$ cat src/rtl/rstb_pkg.sv
// Shared constants, action codes and structs of the request slot token batcher.
// No dependencies; every other file of the block depends on this package.
`default_nettype none

package rstb_pkg;

   // table geometry
   localparam int SLOTS        = 16;
   localparam int TOKEN_BUDGET = 64;

   // fixed field widths
   localparam int ACT_W   = 2;
   localparam int ID_W    = 32;
   localparam int LEN_W   = 16;
   localparam int TIDX_W  = 6;
   localparam int SLOT_FW = 4;
   localparam int CNT_FW  = 5;
   localparam int TOK_FW  = 7;
   localparam int DEPTH_W = 17;

   // internal widths
   localparam int OFF_W   = DEPTH_W;
   localparam int LIM_W   = LEN_W + 1;
   localparam int NEXT_W  = OFF_W + 1;
   localparam int SLOT_W  = (SLOTS > 1) ? $clog2(SLOTS) : 1;
   localparam int CNT_W   = $clog2(SLOTS + 1);
   localparam int TOTAL_W = LEN_W + CNT_W;

   typedef logic [ACT_W-1:0] action_type;

   localparam action_type ACT_REGISTER  = 2'd0;
   localparam action_type ACT_ITER_DONE = 2'd1;
   localparam action_type ACT_PREPARE   = 2'd2;
   localparam action_type ACT_READ      = 2'd3;

   typedef struct packed {
      action_type          action;
      logic [ID_W-1:0]     request_id;
      logic [LEN_W-1:0]    prompt_length;
      logic [LEN_W-1:0]    generate_count;
      logic [TIDX_W-1:0]   token_index;
   } req_type;

   typedef struct packed {
      logic                busy;
      logic [OFF_W-1:0]    offset;
      logic [LEN_W-1:0]    batch;
      logic [LIM_W-1:0]    limit;
      logic [ID_W-1:0]     request_id;
   } slot_type;

   // running state of one pass over the slots
   typedef struct packed {
      logic [TOTAL_W-1:0]  total;
      logic                found;
      logic                hit;
   } scan_acc_type;

   // what the slot unit reports for one slot
   typedef struct packed {
      logic                wr_en;
      slot_type            wr_data;
      logic                take;
      logic                complete;
      logic                busy_post;
      logic [TOTAL_W-1:0]  total_next;
      logic                hit;
      logic [DEPTH_W-1:0]  depth;
   } step_type;

   typedef struct packed {
      logic                accepted;
      logic [SLOT_FW-1:0]  slot_taken;
      logic [CNT_FW-1:0]   completed_count;
      logic [CNT_FW-1:0]   active_requests;
      logic [TOK_FW-1:0]   active_tokens;
      logic                map_overflow;
      logic                entry_valid;
      logic [SLOT_FW-1:0]  entry_slot;
      logic [DEPTH_W-1:0]  entry_depth;
      logic [ID_W-1:0]     entry_request_id;
   } rsp_type;

endpackage

`default_nettype wire

$ cat src/rtl/rstb_if.sv
// Valid/ready channel interfaces of the request slot token batcher.
// Depends on rstb_pkg for field widths.
`default_nettype none

interface rstb_req_if;
   logic                          valid;
   logic                          ready;
   logic [rstb_pkg::ACT_W-1:0]    action;
   logic [rstb_pkg::ID_W-1:0]     request_id;
   logic [rstb_pkg::LEN_W-1:0]    prompt_length;
   logic [rstb_pkg::LEN_W-1:0]    generate_count;
   logic [rstb_pkg::TIDX_W-1:0]   token_index;

   modport source (output valid, action, request_id, prompt_length, generate_count,
                   token_index, input ready);
   modport sink   (input valid, action, request_id, prompt_length, generate_count,
                   token_index, output ready);
endinterface

interface rstb_rsp_if;
   logic                          valid;
   logic                          ready;
   logic                          accepted;
   logic [rstb_pkg::SLOT_FW-1:0]  slot_taken;
   logic [rstb_pkg::CNT_FW-1:0]   completed_count;
   logic [rstb_pkg::CNT_FW-1:0]   active_requests;
   logic [rstb_pkg::TOK_FW-1:0]   active_tokens;
   logic                          map_overflow;
   logic                          entry_valid;
   logic [rstb_pkg::SLOT_FW-1:0]  entry_slot;
   logic [rstb_pkg::DEPTH_W-1:0]  entry_depth;
   logic [rstb_pkg::ID_W-1:0]     entry_request_id;

   modport source (output valid, accepted, slot_taken, completed_count, active_requests,
                   active_tokens, map_overflow, entry_valid, entry_slot, entry_depth,
                   entry_request_id, input ready);
   modport sink   (input valid, accepted, slot_taken, completed_count, active_requests,
                   active_tokens, map_overflow, entry_valid, entry_slot, entry_depth,
                   entry_request_id, output ready);
endinterface

`default_nettype wire

$ cat src/rtl/rstb_slot_table.sv
// Slot register file: busy bits plus offset, batch, limit and id per slot.
// Depends on rstb_pkg. One read/write index per cycle.
`default_nettype none

module rstb_slot_table (
   input  logic                       clock,
   input  logic                       reset,
   input  logic [rstb_pkg::SLOT_W-1:0] idx,
   input  logic                       wr_en,
   input  rstb_pkg::slot_type         wr_data,
   output rstb_pkg::slot_type         rd_data
);
   import rstb_pkg::*;

   logic [SLOTS-1:0]   busy_ff;
   logic [OFF_W-1:0]   offset_ff [SLOTS];
   logic [LEN_W-1:0]   batch_ff  [SLOTS];
   logic [LIM_W-1:0]   limit_ff  [SLOTS];
   logic [ID_W-1:0]    id_ff     [SLOTS];

   always_ff @(posedge clock) begin
      if (reset) begin
         busy_ff <= '0;
      end else if (wr_en) begin
         busy_ff[idx] <= wr_data.busy;
      end
   end

   // payload only matters behind a busy bit
   always_ff @(posedge clock) begin
      if (wr_en) begin
         offset_ff[idx] <= wr_data.offset;
         batch_ff[idx]  <= wr_data.batch;
         limit_ff[idx]  <= wr_data.limit;
         id_ff[idx]     <= wr_data.request_id;
      end
   end

   always_comb begin
      rd_data.busy       = busy_ff[idx];
      rd_data.offset     = offset_ff[idx];
      rd_data.batch      = batch_ff[idx];
      rd_data.limit      = limit_ff[idx];
      rd_data.request_id = id_ff[idx];
   end

endmodule

`default_nettype wire

$ cat src/rtl/rstb_slot_alu.sv
// Shared slot unit: applies the current action to one slot and advances the
// running token total and token lookup. Depends on rstb_pkg.
`default_nettype none

module rstb_slot_alu (
   input  rstb_pkg::req_type       req,
   input  rstb_pkg::slot_type      cur,
   input  rstb_pkg::scan_acc_type  acc,
   output rstb_pkg::step_type      step
);
   import rstb_pkg::*;

   logic [NEXT_W-1:0]   next_off;
   logic [TOTAL_W-1:0]  sum_cur;
   logic [TOTAL_W-1:0]  sum_post;
   logic [TOTAL_W-1:0]  idx_ext;
   logic [TOTAL_W-1:0]  rel;
   slot_type            post;
   logic                wr_en;
   logic                take;
   logic                complete;

   always_comb begin
      next_off = NEXT_W'(cur.offset) + NEXT_W'(cur.batch);
      sum_cur  = acc.total + TOTAL_W'(cur.batch);
      post     = cur;
      wr_en    = 1'b0;
      take     = 1'b0;
      complete = 1'b0;

      case (req.action)
         ACT_REGISTER: begin
            if (!cur.busy && !acc.found) begin
               post.busy       = 1'b1;
               post.offset     = '0;
               post.batch      = req.prompt_length;
               post.limit      = LIM_W'(req.prompt_length) + LIM_W'(req.generate_count);
               post.request_id = req.request_id;
               wr_en           = 1'b1;
               take            = 1'b1;
            end
         end
         ACT_ITER_DONE: begin
            if (cur.busy) begin
               wr_en = 1'b1;
               if (next_off >= NEXT_W'(cur.limit)) begin
                  post.busy   = 1'b0;
                  post.offset = '0;
                  post.batch  = '0;
                  complete    = 1'b1;
               end else begin
                  post.offset = OFF_W'(next_off);
                  post.batch  = LEN_W'(1);
               end
            end
         end
         ACT_PREPARE: begin
            // running total never exceeds the budget during this pass
            if (cur.busy && sum_cur > TOTAL_W'(TOKEN_BUDGET)) begin
               wr_en      = 1'b1;
               post.batch = LEN_W'(TOTAL_W'(TOKEN_BUDGET) - acc.total);
            end
         end
         default: begin
         end
      endcase

      sum_post = acc.total + TOTAL_W'(post.batch);
      idx_ext  = TOTAL_W'(req.token_index);
      rel      = idx_ext - acc.total;

      step.wr_en      = wr_en;
      step.wr_data    = post;
      step.take       = take;
      step.complete   = complete;
      step.busy_post  = post.busy;
      step.total_next = post.busy ? sum_post : acc.total;
      step.hit        = (req.action == ACT_READ) && post.busy && !acc.hit &&
                        (idx_ext < sum_post);
      step.depth      = post.offset + DEPTH_W'(rel);
   end

endmodule

`default_nettype wire

$ cat src/rtl/request_slot_token_batcher.sv
// Top level of the request slot token batcher: sequencer, scan accumulators and
// response register. Depends on rstb_pkg, rstb_if, rstb_slot_table, rstb_slot_alu.
//
//   channel   dir   handshake      payload
//   req_ch    in    valid/ready    action, request_id, prompt_length,
//                                  generate_count, token_index
//   rsp_ch    out   valid/ready    accepted .. entry_request_id (one per request)
//
// Each request makes one pass over the slot table after its transfer, one slot
// per cycle through the shared slot unit, then loads the response register.
// Ready returns the cycle after the load, so a new request is not taken until
// the previous one has loaded its response. The table's single port sets this
// pace. Reset frees every slot; no clearing pass is needed.
// A stalled response holds in its register while the next request is taken;
// a finished pass waits only if that register is still full.
`default_nettype none

module request_slot_token_batcher (
   input  logic       clock,
   input  logic       reset,
   rstb_req_if.sink   req_ch,
   rstb_rsp_if.source rsp_ch
);
   import rstb_pkg::*;

   localparam logic [1:0] ST_IDLE = 2'd0;
   localparam logic [1:0] ST_SCAN = 2'd1;
   localparam logic [1:0] ST_DONE = 2'd2;

   // sequencer
   logic [1:0]          state_ff, state_in;
   logic [SLOT_W-1:0]   idx_ff, idx_in;

   // latched request and pass accumulators
   req_type             req_ff, req_in;
   scan_acc_type        acc_ff, acc_in;
   logic [CNT_W-1:0]    busy_cnt_ff, busy_cnt_in;
   logic [CNT_W-1:0]    done_cnt_ff, done_cnt_in;
   logic [SLOT_W-1:0]   taken_ff, taken_in;
   logic [SLOT_W-1:0]   eslot_ff, eslot_in;
   logic [DEPTH_W-1:0]  edepth_ff, edepth_in;
   logic [ID_W-1:0]     eid_ff, eid_in;

   // response register
   logic                rsp_valid_ff, rsp_valid_in;
   rsp_type             rsp_data_ff, rsp_data_in;
   logic                rsp_load;
   logic                over;

   slot_type            slot_rd;
   step_type            step;
   logic                tbl_wr;

   rstb_slot_table u_table (
      .clock   (clock),
      .reset   (reset),
      .idx     (idx_ff),
      .wr_en   (tbl_wr),
      .wr_data (step.wr_data),
      .rd_data (slot_rd)
   );

   rstb_slot_alu u_alu (
      .req  (req_ff),
      .cur  (slot_rd),
      .acc  (acc_ff),
      .step (step)
   );

   assign tbl_wr       = (state_ff == ST_SCAN) && step.wr_en;
   assign req_ch.ready = (state_ff == ST_IDLE);

   always_comb begin
      state_in    = state_ff;
      idx_in      = idx_ff;
      req_in      = req_ff;
      acc_in      = acc_ff;
      busy_cnt_in = busy_cnt_ff;
      done_cnt_in = done_cnt_ff;
      taken_in    = taken_ff;
      eslot_in    = eslot_ff;
      edepth_in   = edepth_ff;
      eid_in      = eid_ff;
      rsp_load    = 1'b0;

      case (state_ff)
         ST_IDLE: begin
            if (req_ch.valid) begin
               state_in              = ST_SCAN;
               idx_in                = '0;
               req_in.action         = req_ch.action;
               req_in.request_id     = req_ch.request_id;
               req_in.prompt_length  = req_ch.prompt_length;
               req_in.generate_count = req_ch.generate_count;
               req_in.token_index    = req_ch.token_index;
               acc_in                = '0;
               busy_cnt_in           = '0;
               done_cnt_in           = '0;
               taken_in              = '0;
               eslot_in              = '0;
               edepth_in             = '0;
               eid_in                = '0;
            end
         end
         ST_SCAN: begin
            // slot idx_ff: action update and map summary in one step
            acc_in.total = step.total_next;
            busy_cnt_in  = busy_cnt_ff + CNT_W'(step.busy_post);
            done_cnt_in  = done_cnt_ff + CNT_W'(step.complete);
            if (step.take) begin
               acc_in.found = 1'b1;
               taken_in     = idx_ff;
            end
            if (step.hit) begin
               acc_in.hit = 1'b1;
               eslot_in   = idx_ff;
               edepth_in  = step.depth;
               eid_in     = slot_rd.request_id;
            end
            if (idx_ff == SLOT_W'(SLOTS - 1)) begin
               state_in = ST_DONE;
            end else begin
               idx_in = SLOT_W'(idx_ff + 1'b1);
            end
         end
         ST_DONE: begin
            if (!rsp_valid_ff || rsp_ch.ready) begin
               rsp_load = 1'b1;
               state_in = ST_IDLE;
            end
         end
         default: begin
            state_in = ST_IDLE;
         end
      endcase
   end

   // map size saturates at the budget; overflow flags the excess
   always_comb begin
      over                         = acc_ff.total > TOTAL_W'(TOKEN_BUDGET);
      rsp_data_in.accepted         = acc_ff.found;
      rsp_data_in.slot_taken       = SLOT_FW'(taken_ff);
      rsp_data_in.completed_count  = CNT_FW'(done_cnt_ff);
      rsp_data_in.active_requests  = CNT_FW'(busy_cnt_ff);
      rsp_data_in.active_tokens    = over ? TOK_FW'(TOKEN_BUDGET) : TOK_FW'(acc_ff.total);
      rsp_data_in.map_overflow     = over;
      rsp_data_in.entry_valid      = acc_ff.hit;
      rsp_data_in.entry_slot       = SLOT_FW'(eslot_ff);
      rsp_data_in.entry_depth      = edepth_ff;
      rsp_data_in.entry_request_id = eid_ff;

      if (rsp_load) begin
         rsp_valid_in = 1'b1;
      end else if (rsp_ch.ready) begin
         rsp_valid_in = 1'b0;
      end else begin
         rsp_valid_in = rsp_valid_ff;
      end
   end

   always_ff @(posedge clock) begin
      if (reset) begin
         state_ff     <= ST_IDLE;
         rsp_valid_ff <= 1'b0;
      end else begin
         state_ff     <= state_in;
         rsp_valid_ff <= rsp_valid_in;
      end
   end

   always_ff @(posedge clock) begin
      idx_ff      <= idx_in;
      req_ff      <= req_in;
      acc_ff      <= acc_in;
      busy_cnt_ff <= busy_cnt_in;
      done_cnt_ff <= done_cnt_in;
      taken_ff    <= taken_in;
      eslot_ff    <= eslot_in;
      edepth_ff   <= edepth_in;
      eid_ff      <= eid_in;
      if (rsp_load) begin
         rsp_data_ff <= rsp_data_in;
      end
   end

   assign rsp_ch.valid            = rsp_valid_ff;
   assign rsp_ch.accepted         = rsp_data_ff.accepted;
   assign rsp_ch.slot_taken       = rsp_data_ff.slot_taken;
   assign rsp_ch.completed_count  = rsp_data_ff.completed_count;
   assign rsp_ch.active_requests  = rsp_data_ff.active_requests;
   assign rsp_ch.active_tokens    = rsp_data_ff.active_tokens;
   assign rsp_ch.map_overflow     = rsp_data_ff.map_overflow;
   assign rsp_ch.entry_valid      = rsp_data_ff.entry_valid;
   assign rsp_ch.entry_slot       = rsp_data_ff.entry_slot;
   assign rsp_ch.entry_depth      = rsp_data_ff.entry_depth;
   assign rsp_ch.entry_request_id = rsp_data_ff.entry_request_id;

   // a transfer in always starts a pass at slot zero
   a_pass_start: assert property (@(posedge clock) disable iff (reset)
      (req_ch.valid && req_ch.ready) |=> (state_ff == ST_SCAN && idx_ff == '0))
      else $error("pass did not start at slot zero");

   // a response appears only at the end of a pass
   a_rsp_after_pass: assert property (@(posedge clock) disable iff (reset)
      $rose(rsp_valid_ff) |-> $past(state_ff) == ST_DONE)
      else $error("response raised outside pass end");

   // register and iteration done never report in the same response
   a_one_action: assert property (@(posedge clock) disable iff (reset)
      rsp_valid_ff |-> !(rsp_data_ff.accepted && rsp_data_ff.completed_count != '0))
      else $error("register and completion reported together");

   a_busy_bound: assert property (@(posedge clock) disable iff (reset)
      rsp_valid_ff |-> rsp_data_ff.active_requests <= CNT_FW'(SLOTS))
      else $error("busy count above slot count");

   // a token found means the map is not empty
   a_entry_in_map: assert property (@(posedge clock) disable iff (reset)
      (rsp_valid_ff && rsp_data_ff.entry_valid) |-> rsp_data_ff.active_tokens != '0)
      else $error("token entry reported with empty map");

endmodule

`default_nettype wire
$ cat src/flat_wrapper.sv
// flat-port wrapper written by rule: the top's interface ports become plain ports
module request_slot_token_batcher_flat import rstb_pkg::*;
  (clock, reset, req_ch_valid, req_ch_action, req_ch_request_id, req_ch_prompt_length, req_ch_generate_count, req_ch_token_index, req_ch_ready, rsp_ch_valid, rsp_ch_accepted, rsp_ch_slot_taken, rsp_ch_completed_count, rsp_ch_active_requests, rsp_ch_active_tokens, rsp_ch_map_overflow, rsp_ch_entry_valid, rsp_ch_entry_slot, rsp_ch_entry_depth, rsp_ch_entry_request_id, rsp_ch_ready);
  rstb_req_if req_ch_i ();
  rstb_rsp_if rsp_ch_i ();
  input  logic clock;
  input  logic reset;
  input wire logic [$bits(req_ch_i.valid)-1:0] req_ch_valid;
  input wire logic [$bits(req_ch_i.action)-1:0] req_ch_action;
  input wire logic [$bits(req_ch_i.request_id)-1:0] req_ch_request_id;
  input wire logic [$bits(req_ch_i.prompt_length)-1:0] req_ch_prompt_length;
  input wire logic [$bits(req_ch_i.generate_count)-1:0] req_ch_generate_count;
  input wire logic [$bits(req_ch_i.token_index)-1:0] req_ch_token_index;
  output wire logic [$bits(req_ch_i.ready)-1:0] req_ch_ready;
  output wire logic [$bits(rsp_ch_i.valid)-1:0] rsp_ch_valid;
  output wire logic [$bits(rsp_ch_i.accepted)-1:0] rsp_ch_accepted;
  output wire logic [$bits(rsp_ch_i.slot_taken)-1:0] rsp_ch_slot_taken;
  output wire logic [$bits(rsp_ch_i.completed_count)-1:0] rsp_ch_completed_count;
  output wire logic [$bits(rsp_ch_i.active_requests)-1:0] rsp_ch_active_requests;
  output wire logic [$bits(rsp_ch_i.active_tokens)-1:0] rsp_ch_active_tokens;
  output wire logic [$bits(rsp_ch_i.map_overflow)-1:0] rsp_ch_map_overflow;
  output wire logic [$bits(rsp_ch_i.entry_valid)-1:0] rsp_ch_entry_valid;
  output wire logic [$bits(rsp_ch_i.entry_slot)-1:0] rsp_ch_entry_slot;
  output wire logic [$bits(rsp_ch_i.entry_depth)-1:0] rsp_ch_entry_depth;
  output wire logic [$bits(rsp_ch_i.entry_request_id)-1:0] rsp_ch_entry_request_id;
  input wire logic [$bits(rsp_ch_i.ready)-1:0] rsp_ch_ready;
  assign req_ch_i.valid = req_ch_valid;
  assign req_ch_i.action = req_ch_action;
  assign req_ch_i.request_id = req_ch_request_id;
  assign req_ch_i.prompt_length = req_ch_prompt_length;
  assign req_ch_i.generate_count = req_ch_generate_count;
  assign req_ch_i.token_index = req_ch_token_index;
  assign req_ch_ready = req_ch_i.ready;
  assign rsp_ch_valid = rsp_ch_i.valid;
  assign rsp_ch_accepted = rsp_ch_i.accepted;
  assign rsp_ch_slot_taken = rsp_ch_i.slot_taken;
  assign rsp_ch_completed_count = rsp_ch_i.completed_count;
  assign rsp_ch_active_requests = rsp_ch_i.active_requests;
  assign rsp_ch_active_tokens = rsp_ch_i.active_tokens;
  assign rsp_ch_map_overflow = rsp_ch_i.map_overflow;
  assign rsp_ch_entry_valid = rsp_ch_i.entry_valid;
  assign rsp_ch_entry_slot = rsp_ch_i.entry_slot;
  assign rsp_ch_entry_depth = rsp_ch_i.entry_depth;
  assign rsp_ch_entry_request_id = rsp_ch_i.entry_request_id;
  assign rsp_ch_i.ready = rsp_ch_ready;
  request_slot_token_batcher u_core (.clock(clock), .reset(reset), .req_ch(req_ch_i), .rsp_ch(rsp_ch_i));
endmodule
$ cat config.mk
export PLATFORM = sky130hd
export DESIGN_NAME = request_slot_token_batcher_flat
export DESIGN_NICKNAME = d
export VERILOG_FILES = /design/src/rtl/rstb_pkg.sv /design/src/rtl/rstb_if.sv /design/src/rtl/rstb_slot_table.sv /design/src/rtl/rstb_slot_alu.sv /design/src/rtl/request_slot_token_batcher.sv /design/src/flat_wrapper.sv
export SDC_FILE = /design/constraint.sdc
export NUM_CORES = 2
export LEC_CHECK = 0
export BUFFER_PORTS_ARGS = -buffer_cell sky130_fd_sc_hd__buf_2
export CELL_PAD_IN_SITES_DETAIL_PLACEMENT = 0
export CELL_PAD_IN_SITES_GLOBAL_PLACEMENT = 1
export CORE_ASPECT_RATIO = 2
export CORE_MARGIN = 3
export CORE_UTILIZATION = 45
export DETAILED_ROUTE_END_ITERATION = 10
export PLACE_DENSITY_LB_ADDON = 0.1
export SLEW_MARGIN = 40
export SYNTH_ARGS = -nofsm -noshare
export SYNTH_HDL_FRONTEND = slang
export SYNTH_SLANG_ARGS = --single-unit
export TNS_END_PERCENT = 1
$ cat constraint.sdc
create_clock -name clock -period 16.1 [get_ports clock]
set_input_delay 0 -clock clock [delete_from_list [all_inputs] [get_ports clock]]
set_output_delay 0 -clock clock [all_outputs]
set_load 0.05 [all_outputs]
# Yosys cells after proc, flatten, opt, wreduce, memory -nomap -nowiden

Memories as Yosys holds them, arrays and structs flattened. A register that Yosys moved wholly into a read port is not among the register bits.
Cells that the tools add are included.

Latch bits: 0
Word-level logic and storage cells: 140
Memories: 4
Register bits after elaboration: 262
ROM bits: 0
RAM bits: 1,312

Memories:

| name                     | depth | bits a word | read ports | clocked after memory_dff | wr ports | line                  | source |
|---|---|---|---|---|---|---|---|
| u_core.u_table.id_ff     | 16    | 32          | 1          | 1                        | 1        | rstb_slot_table.sv:19 | `logic [ID_W-1:0] id_ff [SLOTS];` |
| u_core.u_table.limit_ff  | 16    | 17          | 1          | 1                        | 1        | rstb_slot_table.sv:18 | `logic [LIM_W-1:0] limit_ff [SLOTS];` |
| u_core.u_table.offset_ff | 16    | 17          | 1          | 1                        | 1        | rstb_slot_table.sv:16 | `logic [OFF_W-1:0] offset_ff [SLOTS];` |
| u_core.u_table.batch_ff  | 16    | 16          | 1          | 1                        | 1        | rstb_slot_table.sv:17 | `logic [LEN_W-1:0] batch_ff [SLOTS];` |

Eq/ne operators: 13
Shifts and indexed selects: 0
Reduce and logical (&&, ||, !) cells: 23
Divide/modulo/power cells: 0
Multiplexer cells: 56
Magnitude comparators: 6
Bitwise gates (word level): 0
Add/sub/neg operators: 10
Multipliers: 0

Operator list:

| cell                | number |
|---|---|
| $mux 83             | 1 |
| $mux 32             | 2 |
| $pmux 32 s2         | 1 |
| $mux 49             | 1 |
| $pmux 16 s3         | 1 |
| $pmux 23 s2         | 1 |
| $add 21x16->21      | 2 |
| $gt 21x7->1 const B | 2 |
| $pmux 18 s2         | 1 |
| $mux 17             | 2 |
| $mux 34             | 1 |
| $pmux 17 s2         | 1 |
| $mux 33             | 1 |
| $mux 4              | 8 |
| $pmux 4 s2          | 3 |
| $mux 23             | 1 |
| $lt 6x21->1         | 1 |
| $mux 21             | 1 |
| $pmux 5 s2          | 2 |
| $add 17x16->18      | 1 |
| $ge 18x17->1        | 1 |
| $mux 1              | 18 |
| $add 16x16->17      | 1 |
| $add 17x17->17      | 1 |
| other kinds (26)    | 53 |

# Depth between registers and ports, before layout

Depth in word-level cells: 11
Gate-level depth with buffers: 42
Gate-level depth less buffers: 36

# Cells and area by module

Synthesis repeated with hierarchy kept, for this count alone.

Cell total of the unflattened synthesis: 3,512
Area total of the unflattened synthesis: 64,645.8 um^2

By module, submodules not included:

| module                     | area an instance (um^2) | instances | cells an instance | seq. area each (um^2) |
|---|---|---|---|---|
| rstb_slot_table            | 49,760.2                | 1         | 2,114             | 39,718.1 |
| request_slot_token_batcher | 8,303.0                 | 1         | 400               | 7,357.1 |
| rstb_slot_alu              | 6,582.6                 | 1         | 998               | 0.0 |

# Worst setup path after synthesis

Ideal clock, no wire load.

Kind: register -> register
Start: register with a tool-made name
End: register u_core.acc_ff[0] (netlist bit), enable pin
Buffers on the path: 6
Setup slack: 4.160 ns
Library setup time: 0.498 ns
Data arrival time: 11.442 ns
Cell stages (with the launch flop): 38
Path through: dfxtp_1 -> buf_2 -> buf_6 -> buf_2 -> buf_1 -> buf_2 -> mux4_2 -> mux4_2 -> ha_1 -> a21oi_1 -> nor2b_1 -> a311o_1 -> o221ai_1 -> a31oi_1 -> nor2_1 -> xnor2_1 -> ha_1 -> a2111oi_0 -> [2 not listed] -> nor2_1 -> o41ai_1 -> buf_2 -> a21oi_1 -> and4b_1 -> nor2_1 -> ha_1 -> inv_1 -> fa_1 -> nor2b_1 -> o31ai_1 -> a21oi_1 -> o221ai_1 -> a21o_1 -> o2111ai_1 -> a21oi_1 -> mux2_2 -> a31oi_1

RTL lines:

| item                 | line                              | source |
|---|---|---|
| end signal, assigned | request_slot_token_batcher.sv:174 | `acc_ff <= acc_in;` |
| end, declared        | request_slot_token_batcher.sv:36  | `scan_acc_type acc_ff, acc_in;` |

==> metrics.md <==
| Metric | Value |
|---|---|
| Post-synthesis xor/xnor area fraction | 0.0105 |
| Adder-Cell Fraction of Synth Area | 0.0266 |
| Reg-to-reg slack, setup | 4540 ps |
| Clock sink count | 1578 |
| H-tree depth | 4 |
| Worst-Margin Slew | 909 ps |
| Final Wtd Congestion | 0.878 |
| Final Hold Fails | 0 |
| Fin area | 75000 sq um |
| Worst vdd ir | 134 uV |
| Leading cell type in the layout, fill and taps excluded | edfxtp_1 |
| Compound-gate portion of the synthesized area | 0.0342 |
| Syn Area/Cell | 19.6 sq um |
| Remaining antenna violation count | 0 |
| Cell Pwr Density | 142 nW/um^2 |
| HP Class | in -> reg |
| Average wire per standard cell | 30.3 um |
| CP endpoint | u_core.eid_ff[6] |
| Synth top area share | 0.719 |
| CP Max Fanout | 54 |
| Share of cells above drive strength 1 | 0.248 |
| Top post-synthesis cells by area | edfxtp_1, mux4_2, ha_1 |
| I/O Pins | 155 |
| Seq cells post-synth | 1578 |
| Ys flop type | edfxtp_1 |
| Hold buffer count at cts | 145 |
| Placed inst area | 68800 sq um |
| Max-slew violations | 0 |
| I/O Buffers | 154 |
| R2R cell count | 39 |
| Number of max-cap violations | 0 |
| Yosys cell types | 81 |
| Die Height | 543 um |
| Layout net count | 3908 |
| Row cnt | 196 |
| Slew headroom | 0.394 |
| Residual DRC | 0 |
| Hold Slack | 44.6 ps |
| Period utilisation layout | 0.718 |
| Die X | 275 um |
| Syn Nets | 3518 |
| Cells after synthesis | 3310 |
| Main combinational cell family by area after synthesis | multiplexers |
| Largest net degree at the start of global routing | 127 |
| Worst setup SP type | flop |
| Synth warn | 0 |
| R2r endpoint | u_core.eid_ff[6] |
| Mapped Area | 64900 sq um |
| Final Setup Violations | 0 |
| Sequential area share after synthesis | 0.726 |
| RSZ-0062 raised after global routing | false |
| Antenna violations before repair | 3 |
| Async SR Flop Fraction | 0 |
| P&R area growth vs syn | 15.5% |
| P_leak | 24.4 nW |
| Gr ovfl total | 0 |
| Iteration-0 DRC Markers | 2821 |
| Vias in the first global route | 36000 |
| Setup bufs post-CTS | 0 |
| Mux cell area share after synthesis | 0.150 |
| WL met2 | 92700 um |
| Post-synthesis simple-gate area fraction | 0.0384 |
| HPWL Detailed | 100000 um |
| DRT Wirelength | 173000 um |
| Worst EP required | 16570 ps |
| Initial core utilization | 0.454 |
| TritonRoute pass-1 iters | 5 |
| CP Capture Type | flop |
| TNS Setup | 0 ps |
| Core ar. | 143000 sq um |
| Root Driver | clkbuf_16 |
| Max stage delay on crit path | 770 ps |
| Reg clk slew, reported paths | 60 ps |
| CTS tree | done |
| Commonest non-fill, non-tap cells in the layout | edfxtp_1, mux4_2, nand2_1, buf_2, clkbuf_16 |
| Met3 Wirelength | 7110 um |
| First-pass GRT wire length | 252000 um |
| Worst EP arrival | 12030 ps |
| Crit Path Class | reg -> reg |
| # resized after CTS | 0 |
| Post-synth EDFFs | 1555 |
| Final Critical Period | 11560 ps |
| F_max | 0.0865 GHz |
| Crit-path slowest cell | buf_4 |
| Synth area leader | edfxtp_1 |
| Fillers | 11200 |
| Status | finished clean |
| Worst-Skew Late Latency | 790 ps |
| Clk_skew | 55.4 ps |
| Top Metal Used | met4 |
| Routed via count | 33400 |
| Average vias per placed instance | 5.87 |
| Clock Path Buffers | 4 |
| Die area | 149000 sq um |
| Total CTS buffers | 148 |
| WL met1 | 67400 um |
| GRT Total Usage | 0.235 |
-- kinds of logic after synthesis --
kind of cell    count (synthesis)
mux                           451
compound gates                326
xor+xnor                       78
buf+inv                       231
simple gates                  514
flops                        1578
fa+ha+maj                     132
-- worst min path at each step --
stage / start / end / slack [ps] / cells after the start
2_1_floorplan: req_ch_token_index[0] / u_core.req_ff[0] / 100 / 0
3_3_place_gp: req_ch_request_id[20] / u_core.req_ff[58] / 180 / 1
3_5_place_dp: req_ch_request_id[16] / u_core.req_ff[54] / 180 / 1
4_1_cts: req_ch_prompt_length[13] / u_core.req_ff[35] / 0.6 / 2
5_1_grt: req_ch_prompt_length[15] / u_core.req_ff[37] / 10 / 2
6_report: req_ch_prompt_length[15] / u_core.req_ff[37] / 40 / 2
-- per-stage QoR --
stage	total power, mW	cells	util	setup WS, ps
CTS	10.7	5685	0.524	4370
finish	10.6	5690	0.525	4540
global route	11.1	5689	0.525	3480
detailed placement	7.30	5283	0.481	4400
global placement	7.23	5273	0.479	4040
floorplan	6.51	3310	-	4160
-- routing by layer --
| metal | track usage | vias to the layer above |
|---|---|---|
| li1 | - | 14300 |
| met1 | 0.297 | 17900 |
| met2 | 0.428 | 956 |
| met3 | 0.0231 | 252 |
| met4 | 0.0708 | 0 |
| met5 | 0 | - |
-- worst max-delay path, delay by kind of cell (launching register included) --
kind / cells / cell delay, ps
xor gates and xnor gates: 1 / 240
and+or+nand+nor: 10 / 2340
DFF: 1 / 760
adders and majority gates: 6 / 2030
buffers and inverters: 6 / 1780
muxes: 2 / 680
AOI/OAI and AO/OA: 14 / 3220
-- cell usage after synthesis (all sizes together), types with 8 or more instances --
master  instances
edfxtp       1555
mux4          415
nand2         174
ha            122
nor2          101
clkbuf         87
inv            81
a21oi          71
o21ai          71
buf            63
xnor2          53
and2           52
nand3          41
nand2b         33
mux2i          32
nor3           29
a211oi         26
nor2b          26
a21o           25
xor2           25
dfxtp          23
a22oi          16
o31ai          15
a31oi          14
o21a           14
or3            13
fa             10
and3            8
nand4           8
-- layout make-up --
class	count	area [sq um]	share of cell area
flip-flops and latches	1578	47200	0.629
multi-input cells	1501	17200	0.230
clock buffers	178	3880	0.0517
repair buffers	390	3330	0.0445
well taps	1881	2350	0.0314
clock inverters	79	718	0.00958
inverters	81	307	0.00409
diodes	2	5.00	0.0000667
-- registers in the layout, indices dropped and copies added (netlist names), 5 cells and up, named ones only --
signal / cells
u_core.u_table.busy_ff: 16
u_core.u_table.limit_ff: 272
u_core.rsp_ch.active_tokens: 7
u_core.done_cnt_ff: 5
u_core.rsp_ch.active_requests: 5
u_core.req_ff: 72
u_core.busy_cnt_ff: 5
u_core.u_table.offset_ff: 272
u_core.acc_ff: 23
u_core.edepth_ff: 17
u_core.u_table.batch_ff: 256
u_core.u_table.id_ff: 512
u_core.eid_ff: 32
u_core.rsp_ch.completed_count: 5
u_core.rsp_ch.entry_depth: 17
u_core.rsp_ch.entry_request_id: 32
-- power by group --
| part | switching [mW] | internal, mW |
|---|---|---|
| registers | 0.0758 | 4.88 |
| logic | 1.40 | 0.874 |
| clock network | 1.49 | 1.91 |
Power figures use the tool's default switching activity.
